File: config.mk
export PLATFORM = sky130hd
export DESIGN_NAME = integer_literal_parser
export DESIGN_NICKNAME = d
export VERILOG_FILES = /design/src/design/ilp_pkg.sv /design/src/design/ilp_next.sv /design/src/design/ilp_result.sv /design/src/design/integer_literal_parser.sv
export SDC_FILE = /design/constraint.sdc
export NUM_CORES = 1
export LEC_CHECK = 0
export BUFFER_PORTS_ARGS = -buffer_cell sky130_fd_sc_hd__buf_2
export CAP_MARGIN = 20
export CORE_ASPECT_RATIO = 1.2
export CORE_MARGIN = 5
export CORE_UTILIZATION = 40
export CTS_CLUSTER_DIAMETER = 120
export DETAILED_ROUTE_END_ITERATION = 7
export GPL_TIMING_DRIVEN = 1
export PLACE_DENSITY_LB_ADDON = 0.05
export SKIP_LAST_GASP = 1
export SLEW_MARGIN = 10
export SYNTH_ARGS = -nofsm -noshare
export SYNTH_HDL_FRONTEND = slang
export SYNTH_SLANG_ARGS = --single-unit
File: constraint.sdc
create_clock -name clk -period 17.2 [get_ports clk]
set_input_delay 1.72 -clock clk [delete_from_list [all_inputs] [get_ports clk]]
set_output_delay 1.72 -clock clk [all_outputs]
set_load 0.05 [all_outputs]
File: src/design/ilp_pkg.sv
// ----------------------------------------------------------------------------
// ilp_pkg
// shared types, codes and character constants of the integer literal parser
// ----------------------------------------------------------------------------
package ilp_pkg;

  localparam logic [2:0] PH_START  = 3'd0;
  localparam logic [2:0] PH_ZERO   = 3'd1;
  localparam logic [2:0] PH_PREFIX = 3'd2;
  localparam logic [2:0] PH_DIGITS = 3'd3;
  localparam logic [2:0] PH_SUFFIX = 3'd4;

  localparam logic [1:0] RX_DEC = 2'd0;
  localparam logic [1:0] RX_BIN = 2'd1;
  localparam logic [1:0] RX_OCT = 2'd2;
  localparam logic [1:0] RX_HEX = 2'd3;

  localparam logic [2:0] TY_INT16  = 3'd0;
  localparam logic [2:0] TY_INT32  = 3'd1;
  localparam logic [2:0] TY_INT64  = 3'd2;
  localparam logic [2:0] TY_UINT16 = 3'd3;
  localparam logic [2:0] TY_UINT32 = 3'd4;
  localparam logic [2:0] TY_UINT64 = 3'd5;

  localparam logic [15:0] CH_0  = 16'h0030;
  localparam logic [15:0] CH_1  = 16'h0031;
  localparam logic [15:0] CH_2  = 16'h0032;
  localparam logic [15:0] CH_3  = 16'h0033;
  localparam logic [15:0] CH_4  = 16'h0034;
  localparam logic [15:0] CH_6  = 16'h0036;
  localparam logic [15:0] CH_9  = 16'h0039;
  localparam logic [15:0] CH_UA = 16'h0041;
  localparam logic [15:0] CH_UB = 16'h0042;
  localparam logic [15:0] CH_UF = 16'h0046;
  localparam logic [15:0] CH_UX = 16'h0058;
  localparam logic [15:0] CH_LA = 16'h0061;
  localparam logic [15:0] CH_LB = 16'h0062;
  localparam logic [15:0] CH_LF = 16'h0066;
  localparam logic [15:0] CH_S  = 16'h0073;
  localparam logic [15:0] CH_U  = 16'h0075;
  localparam logic [15:0] CH_LX = 16'h0078;

  localparam int SUFFIX_KINDS = 6;

  // suffix strings, first character in the high bits, indexed by type code
  localparam logic [47:0] SUFFIX_TAB [SUFFIX_KINDS] = '{
    {CH_S, CH_1, CH_6},
    {CH_S, CH_3, CH_2},
    {CH_S, CH_6, CH_4},
    {CH_U, CH_1, CH_6},
    {CH_U, CH_3, CH_2},
    {CH_U, CH_6, CH_4}
  };

  typedef struct packed {
    logic [2:0]       phase;
    logic [1:0]       radix;
    logic [63:0]      acc;
    logic             ovf;
    logic [2:0]       scount;
    logic [2:0][15:0] schars;
  } ilp_state_t;

  typedef struct packed {
    logic        bad_suffix;
    logic        too_large;
    logic [2:0]  int_type;
    logic [63:0] value;
  } ilp_result_t;

endpackage

File: src/design/ilp_next.sv
// ----------------------------------------------------------------------------
// ilp_next
// per-character state update: prefix detection, digit accumulation, suffix
// ----------------------------------------------------------------------------
module ilp_next (
  input  ilp_pkg::ilp_state_t state,
  input  logic [15:0]         character,
  output ilp_pkg::ilp_state_t state_next
);

  logic        is_num;
  logic        is_alpha;
  logic [3:0]  dv;
  logic [1:0]  eff_radix;
  logic        is_digit;
  logic [67:0] acc_w;
  logic [67:0] prod;
  logic [67:0] sum;
  logic        is_b;
  logic        is_x;

  assign is_num   = (character >= ilp_pkg::CH_0) && (character <= ilp_pkg::CH_9);
  assign is_alpha = ((character >= ilp_pkg::CH_LA) && (character <= ilp_pkg::CH_LF)) ||
                    ((character >= ilp_pkg::CH_UA) && (character <= ilp_pkg::CH_UF));
  assign dv       = is_num ? character[3:0] : 4'(character[3:0] + 4'd9);
  assign is_b     = (character == ilp_pkg::CH_LB) || (character == ilp_pkg::CH_UB);
  assign is_x     = (character == ilp_pkg::CH_LX) || (character == ilp_pkg::CH_UX);

  assign eff_radix = (state.phase == ilp_pkg::PH_ZERO) ? ilp_pkg::RX_OCT : state.radix;

  always_comb begin
    case (eff_radix)
      ilp_pkg::RX_BIN: is_digit = is_num && (dv < 4'd2);
      ilp_pkg::RX_OCT: is_digit = is_num && (dv < 4'd8);
      ilp_pkg::RX_HEX: is_digit = is_num || is_alpha;
      default:         is_digit = is_num;
    endcase
  end

  assign acc_w = {4'b0, state.acc};

  always_comb begin
    case (eff_radix)
      ilp_pkg::RX_BIN: prod = acc_w << 1;
      ilp_pkg::RX_OCT: prod = acc_w << 3;
      ilp_pkg::RX_HEX: prod = acc_w << 4;
      default:         prod = (acc_w << 3) + (acc_w << 1);
    endcase
  end

  assign sum = prod + {64'b0, dv};

  always_comb begin
    logic take_digit;
    logic take_suffix;
    take_digit  = 1'b0;
    take_suffix = 1'b0;
    state_next  = state;
    case (state.phase)
      ilp_pkg::PH_START: begin
        if (character == ilp_pkg::CH_0) begin
          state_next.phase = ilp_pkg::PH_ZERO;
        end else begin
          state_next.radix = ilp_pkg::RX_DEC;
          take_digit  = is_digit;
          take_suffix = !is_digit;
        end
      end
      ilp_pkg::PH_ZERO: begin
        if (is_b) begin
          state_next.radix = ilp_pkg::RX_BIN;
          state_next.phase = ilp_pkg::PH_PREFIX;
        end else if (is_x) begin
          state_next.radix = ilp_pkg::RX_HEX;
          state_next.phase = ilp_pkg::PH_PREFIX;
        end else begin
          state_next.radix = ilp_pkg::RX_OCT;
          take_digit  = is_digit;
          take_suffix = !is_digit;
        end
      end
      ilp_pkg::PH_PREFIX, ilp_pkg::PH_DIGITS: begin
        take_digit  = is_digit;
        take_suffix = !is_digit;
      end
      default: begin
        take_suffix = 1'b1;
      end
    endcase

    if (take_digit) begin
      state_next.phase = ilp_pkg::PH_DIGITS;
      if (!state.ovf) begin
        if (sum[67:64] != 4'b0) begin
          state_next.ovf = 1'b1;
        end else begin
          state_next.acc = sum[63:0];
        end
      end
    end

    if (take_suffix) begin
      state_next.phase = ilp_pkg::PH_SUFFIX;
      if (state.scount < 3'd3) begin
        state_next.schars[state.scount[1:0]] = character;
      end
      if (state.scount < 3'd4) begin
        state_next.scount = 3'(state.scount + 3'd1);
      end
    end
  end

endmodule

File: src/design/ilp_result.sv
// ----------------------------------------------------------------------------
// ilp_result
// end-of-token result: value, type from suffix or magnitude, error flags
// ----------------------------------------------------------------------------
module ilp_result (
  input  ilp_pkg::ilp_state_t  state,
  output ilp_pkg::ilp_result_t result
);

  logic [63:0] value;
  logic [47:0] sfx;

  assign value = state.ovf ? 64'b0 : state.acc;
  assign sfx   = {state.schars[0], state.schars[1], state.schars[2]};

  always_comb begin
    logic hit;
    hit               = 1'b0;
    result.value      = value;
    result.too_large  = state.ovf;
    result.int_type   = ilp_pkg::TY_INT16;
    result.bad_suffix = 1'b0;
    if (state.scount == 3'd0) begin
      if (value[63:31] == 33'b0) begin
        result.int_type = ilp_pkg::TY_INT32;
      end else if (!value[63]) begin
        result.int_type = ilp_pkg::TY_INT64;
      end else begin
        result.int_type = ilp_pkg::TY_UINT64;
      end
    end else if (state.scount == 3'd3) begin
      for (int k = 0; k < ilp_pkg::SUFFIX_KINDS; k++) begin
        if (!hit && (sfx == ilp_pkg::SUFFIX_TAB[k])) begin
          hit             = 1'b1;
          result.int_type = 3'(k);
        end
      end
      result.bad_suffix = !hit;
    end else begin
      result.bad_suffix = 1'b1;
    end
  end

endmodule

File: src/design/integer_literal_parser.sv
// the beat carrying tlast is captured in the input register, then its result is registered
// into m_tdata and m_tvalid once the output is free; throughput: one character beat per
// cycle unless a tlast beat waits on a stalled result; the token state register and its update loop set this rate
// reset: synchronous on rst, clears the token state except schars, and both valid flags
// ----------------------------------------------------------------------------
// integer_literal_parser
// streams one literal token per run of character beats, one result per token
// ----------------------------------------------------------------------------
module integer_literal_parser (
  input  logic        clk,
  input  logic        rst,
  input  logic        s_tvalid,
  output logic        s_tready,
  input  logic [15:0] s_tdata,   // character
  input  logic        s_tlast,
  output logic        m_tvalid,
  input  logic        m_tready,
  output logic [71:0] m_tdata    // value, int_type, too_large, bad_suffix, zero pad
);

  logic                 in_valid;
  logic [15:0]          in_char;
  logic                 in_last;
  logic                 res_free;
  logic                 advance;
  ilp_pkg::ilp_state_t  state;
  ilp_pkg::ilp_state_t  state_next;
  ilp_pkg::ilp_result_t result;

  assign res_free = !m_tvalid || m_tready;
  assign advance  = in_valid && (!in_last || res_free);
  assign s_tready = !in_valid || advance;

  ilp_next u_next (
    .state      (state),
    .character  (in_char),
    .state_next (state_next)
  );

  ilp_result u_result (
    .state  (state_next),
    .result (result)
  );

  always_ff @(posedge clk) begin
    if (rst) begin
      in_valid     <= 1'b0;
      m_tvalid     <= 1'b0;
      state.phase  <= ilp_pkg::PH_START;
      state.radix  <= ilp_pkg::RX_DEC;
      state.acc    <= 64'b0;
      state.ovf    <= 1'b0;
      state.scount <= 3'd0;
    end else begin
      if (s_tready) begin
        in_valid <= s_tvalid;
      end
      if (advance) begin
        state.schars <= state_next.schars;
        if (in_last) begin
          state.phase  <= ilp_pkg::PH_START;
          state.radix  <= ilp_pkg::RX_DEC;
          state.acc    <= 64'b0;
          state.ovf    <= 1'b0;
          state.scount <= 3'd0;
        end else begin
          state.phase  <= state_next.phase;
          state.radix  <= state_next.radix;
          state.acc    <= state_next.acc;
          state.ovf    <= state_next.ovf;
          state.scount <= state_next.scount;
        end
      end
      if (advance && in_last) begin
        m_tvalid <= 1'b1;
      end else if (m_tready) begin
        m_tvalid <= 1'b0;
      end
    end
  end

  always_ff @(posedge clk) begin
    if (s_tvalid && s_tready) begin
      in_char <= s_tdata;
      in_last <= s_tlast;
    end
    if (advance && in_last) begin
      m_tdata <= {3'b0, result};
    end
  end

endmodule

; Word-level counts from Yosys, hierarchy flattened
; Index checks and enable logic that the tools add are counted.
[totals]
in_bits = 21
reg_bits = 209
wordCells = 157
[classes]
eq_ne = 21
n_bitwise = 1
muxes = 62
addsub = 4
reduce_logical = 42
magnitude_cmp = 12
[op_table]
columns = op, count
row1 = "equality test 48 x 39 -> 1 bit, second input constant", 6
row2 = one-hot mux 68 bit (3 select lines), 1
row3 = two-way mux 65 bit, 2
row4 = two-way mux 64 bit, 2
row5 = two-way mux 73 bit, 1
row6 = adder 67 x 65 -> 68 bit, 1
row7 = adder 68 x 4 -> 68 bit, 1
row8 = "equality test 16 x 7 -> 1 bit, second input constant", 4
row9 = two-way mux 51 bit, 1
row10 = bitwise mux 48 bit, 1
row11 = two-way mux 48 bit, 1
row12 = logical NOT 33 bit, 1
row13 = two-way mux 3 bit, 11
row14 = demux 16 bit (select 2 bit), 1
row15 = "greater-or-equal comparator 16 x 7 -> 1 bit, second input constant", 2
row16 = "less-or-equal comparator 16 x 7 -> 1 bit, second input constant", 2
row17 = two-way mux 1 bit, 30
row18 = "equality test 16 x 6 -> 1 bit, second input constant", 1
row19 = "greater-or-equal comparator 16 x 6 -> 1 bit, second input constant", 1
row20 = "less-or-equal comparator 16 x 6 -> 1 bit, second input constant", 1
row21 = two-way mux 16 bit, 1
row22 = logical AND 1 bit, 14
row23 = logical NOT 1 bit, 10
row24 = one-hot mux 5 bit (2 select lines), 1
row25 = other kinds (30), 45

; Depth between registers and ports, before layout
[depth]
ltp_word = 42
ltp_mapped = 37
depth_no_buf = 23

; By module
; Synthesis repeated with hierarchy kept, for this count alone.
[hier_totals]
cells_unflattened = 2191
area_unflattened_um2 = 19637.6
[modules_own_cells]
columns = mod, n_inst, area_per_inst_um2, cells_each
row1 = ilp_next, 1, 10234.8, 1503
row2 = integer_literal_parser, 1, 8608.3, 565
row3 = ilp_result, 1, 794.5, 123

; Worst setup path after synthesis
; Ideal clock, no wire load.
[synth_timing]
path_kind = register to register
start = register, netlist name state[119]
end = register m_tdata[65], data pin
stages_incl_launch_ff = 35
setup_ns = 0.262
arrival_time_ns = 7.648
path_buffers = 11
setup_slack_ns = 9.290
required_ns = 16.938
synth_period_minus_slack_ns = 7.910
path_cell_list = dfxtp_1 -> nor2_1 -> nand2_1 -> and2_1 -> inv_1 -> ha_1 -> buf_2 -> clkbuf_1 -> buf_2 -> buf_1 -> buf_1 -> clkbuf_1 -> clkbuf_1 -> clkbuf_1 -> buf_1 -> clkbuf_1 -> o21a_1 -> ha_1 -> inv_1 -> fa_1 -> inv_1 -> a21oi_1 -> nor2b_1 -> and4b_1 -> and2_1 -> nand4b_4 -> or2_4 -> buf_6 -> or3_4 -> or4_4 -> xor2_1 -> or3_1 -> or4_1 -> o31ai_2 -> o21ai_1
[synth_lines]
columns = element, line
row1 = to (signal assigned), integer_literal_parser.sv:88  ; m_tdata <= {3'b0, result};
row2 = to (decl), integer_literal_parser.sv:18  ; output logic [71:0] m_tdata

; Worst setup path in the final report
[layout_timing]
start = register in_char[8]
end = register m_tdata[27], data pin
[layout_via]
elab_chain_len = 10
elab_cells_between_ends = 34
classes_between = add/sub (1) / order compare (8) / eq/ne (5) / mux (10) / reduce/logical (10)
[layout_rtl]
columns = element, line
row1 = from (decl), integer_literal_parser.sv:22  ; logic [15:0] in_char;
row2 = from (signal assigned), integer_literal_parser.sv:84  ; in_char <= s_tdata;
row3 = "parallel branches: the longest is 9 deep, another holds adder 68 x 4 -> 68 bit", --
row4 = two-way mux 65 bit *, ilp_next.sv:91  ; if (take_digit) begin
; Every way passes the cells marked *.
; A chain may end at the register's enable or synchronous reset.

==> flow_summary_export.csv <==
group,metric,value,unit
run_status,outcome,"finished, violations left",
run_status,violations,"DRC",
yosys,synthArstFlopShare,0,%
routing,wl_met3,3.00,mm
pwr,switchingPower,278,uW
timing,finClkSkew,13.9,ps
routing,vias,17000,
routing,antenna_left,0,
worst_setup_path,crit_slowest_cell,"nand3_1",
placed_design,globalplace.congestion,0.935,
floorplan,start_util,40.5,%
cts,ctsHoldBuffers,0,
cts,cts_tree,"done",
yosys,synth_area,0.0178,mm2
worst_setup_path,cp.arrival,7840,ps
grt,antenna_found_initial,0,
pwr,switching_share,23.5,%
floorplan,ios,95,
yosys,synthDistinctLibCells,100,
routing,routed_via_density,6.37,
grt,grt_overflow_total,0,
worst_setup_path,cp-end-kind,"register",
cells_and_area,stdcell_area,0.0195,mm2
timing,tightest_slew,1040,ps
yosys,synth-seq-cells,209,
cells_and_area,drive_gt1_share,13.7,%
placed_design,dpl_cell_area,0.0186,mm2
cells_and_area,fill_cells,4357,
cts,clockBufferDepth,3,
placed_design,dp_slack,9610,ps
routing,met1Wirelength,26.9,mm
worst_setup_path,crit_type,"reg -> reg",
hold_path,holdPathStages,2,
cts,numCtsBuffers,25,
cts,insertion_delay,550,ps
grt,grt_pass1_vias,16500,
grt,grt.total_usage,25.3,%
yosys,synth_warnings,0,
cts,cts_num_sinks,209,
yosys,yosysSeqAreaShare,31.0,%
timing,finalSetupTns,0,ps
job,cap_violations,0,
pwr,power_density,60.7,mW/mm2
worst_setup_path,cp-start-kind,"register",
pwr,combPwrFrac,6.0,%
yosys,synth_cells,2091,
grt,grt_max_degree,73,
routing,wire_per_inst,24.4,um
cts,cts_resized,0,
routing,drcViolationCount,30,
routing,drtPass1Iterations,8,
yosys,syn_area_per_cell,8.51,um2
floorplan,design.core.area,0.0439,mm2
floorplan,die_x,203,um
pwr,peakVddDrop,0.0847,mV
timing,setup_slack,9630,ps
routing,met2WireLength,30.8,mm
pwr,p_total,1180,uW
yosys,synthFlopType,"edfxtp_1",
timing,relSlewSlack,29.8,%
pwr,p_clk_share,47.3,%
floorplan,rows,84,
timing,period_share,44.0,%
cts,clkTransAtPathRegs,60,ps
placed_design,port_buffers,91,
routing,top_layer_used,"met4",
worst_setup_path,reg2reg_slack,9630,ps
worst_setup_path,r2r-end,"m_tdata[27]",
worst_setup_path,timing.rr.start,"in_char[8]",
timing,finalSetupViolCount,0,
worst_setup_path,critPathLaunch,"in_char[8]",
hold_path,min_path_type,"reg -> reg",
timing,maxSlewViolCount,0,
floorplan,die_h,241,um
yosys,synth_area_leaders,"edfxtp_1 23%, dfxtp_1 8.4%, ha_1 5.5%",
yosys,synth_top_area_cell,"edfxtp_1",
pwr,intPower,903,uW
cells_and_area,diodes,0,
cells_and_area,layout.nets,2189,
pwr,leakage,0.00736,uW
pwr,seqPwrFrac,46.8,%
routing,drt-total-wl,65.1,mm
timing,fmax,132,MHz
worst_setup_path,crit_chain,"or4_1 -> nor3_1 -> a21boi_0 -> xnor2_1 -> inv_1 -> ha_1 -> a21o_1 -> a21o_1 -> nand2_1 -> and4bb_2 -> or4b_1 -> nor4_4 -> nand3_1 -> nor3_1 -> nand3_1 -> mux2i_1 -> nand3_4 -> buf_4 -> mux2_2 -> nor2b_1",
timing,grt_setup_unrepaired,"no",
cells_and_area,area_delta_synth_final,9.30,%
worst_setup_path,worst-path-max-fanout,38,
worst_setup_path,critPathRequiredTime,17470,ps
cts,cts_setup_buffers,0,
yosys,synth_edf_count,134,
floorplan,dieArea,0.0488,mm2
hold_path,hold_start,"state[117]",
worst_setup_path,r2r_cells,20,
grt,grt_pass1_wl,98.0,mm
cts,cts.htree.levels,1,
worst_setup_path,cpPeakStageDelay,580,ps
hold_path,hold_path_end,"state[117]",
placed_design,dp_hpwl,48.9,mm
routing,first_iter_violations,1505,
yosys,synth_top_area_share,22.6,%
timing,fin_crit,7570,ps
cts,root_buffer,"clkbuf_16",
timing,finalHoldViolCount,0,
==> metal layers <==
metal  vias to the layer above  track usage (%)
met1                      8186             31.2
met5                         -                0
met3                       173             2.67
li1                       7988                -
met2                       627             43.8
met4                         0             13.7
==> layout make-up <==
class	count	area, um2	area share [%]
clock buffers	29	661	3.39
flip-flops and latches	209	5530	28.4
multi-input cells	1707	11600	59.6
repair buffers	111	633	3.25
inverters	34	128	0.656
clock inverters	17	209	1.07
well taps	559	699	3.59
==> state kept, by name (all words and copies together), names as in the netlist <==
register,flops
m_tdata,69
in_char,16
in_last,1
state,121
in_valid,1
m_tvalid,1
==> Yosys cell counts (11+ instances only) <==
master       n
or4_1       20
o21a_1      24
nand2_1    202
a22oi_1     71
nor3b_1     12
mux2_2      72
nor4_1      24
inv_1       34
a31oi_1     20
o211ai_1    13
nand2b_1    19
a2bb2oi_1   11
nor3_1      51
and2_1      18
ha_1        78
clkbuf_1    77
a21o_1      22
buf_2       38
dfxtp_1     75
nand4_1     55
and3_1      15
buf_1       17
nand3_1     39
mux2i_1     62
nor2b_1     35
nor2_1     235
and4_1      16
o21ai_0     99
xnor2_1     47
a211oi_1    22
a21oi_1    135
a222oi_1    47
edfxtp_1   134
or3_1       18
xor2_1      36
==> how the worst max path moves through the flow <==
stage | cells past startpoint | slack [ps] | to
detailed placement | 20 | 9610 | m_tdata[27]
finish | 20 | 9630 | m_tdata[27]
global route | 20 | 9010 | m_tdata[27]
floorplan | 34 | 9290 | m_tdata[65]
CTS | 20 | 9600 | m_tdata[27]
global placement | 20 | 9780 | m_tdata[27]
==> worst max-delay path, delay by kind of cell, from the launching register on <==
family	cells	cell delay, ps
simple gates	11	4340
mux	2	870
buf+inv	2	620
compound gates	3	420
flops	1	410
xor+xnor	1	330
fa+ha+maj	1	290
==> metrics by stage <==
step	hold slack, ps	utilization [%]	cells
floorplan	427	-	2093
global placement	442	42.2	2617
detailed placement	454	42.2	2618
CTS	462	44.2	2664
global route	496	44.3	2666
finish	467	44.3	2666
==> kinds of logic after synthesis <==
kind of cell               synth area share (%)
and+or+nand+nor                            23.4
other                                    0.0211
xor gates and xnor gates                   4.08
buffers and inverters                      4.27
muxes                                      8.04
AOI/OAI and AO/OA                          23.4
DFF                                        31.0
adders and majority gates                  5.71
==> power by group through the flow <==
stage               sequential (uW)  clock [uW]  combinational (uW)
floorplan                       575           0                36.9
global placement                563           0                70.0
detailed placement              563           0                70.4
CTS                             552         571                70.7
global route                    553         592                75.5
finish                          552         558                70.6
==> placed cells by master (no fill, tap or decap), types with 19 or more instances in the layout <==
master and instances:
a211oi_1 22, mux2i_1 62, ha_1 74, nand2_1 201, nor4_1 24, inv_1 33
nor2_1 231, nor3_1 51, clkbuf_16 25, mux2_2 72, buf_2 91, nand3_1 38
a22oi_1 71, edfxtp_1 134, o21a_1 24, xnor2_1 47, nand2b_1 19, dfxtp_1 75
xor2_1 36, nor2b_1 35, a21oi_1 134, or4_1 20, o21ai_0 99, nand4_1 55
a21o_1 22, a222oi_1 47
Note: power is estimated with default switching activity, not from simulation.
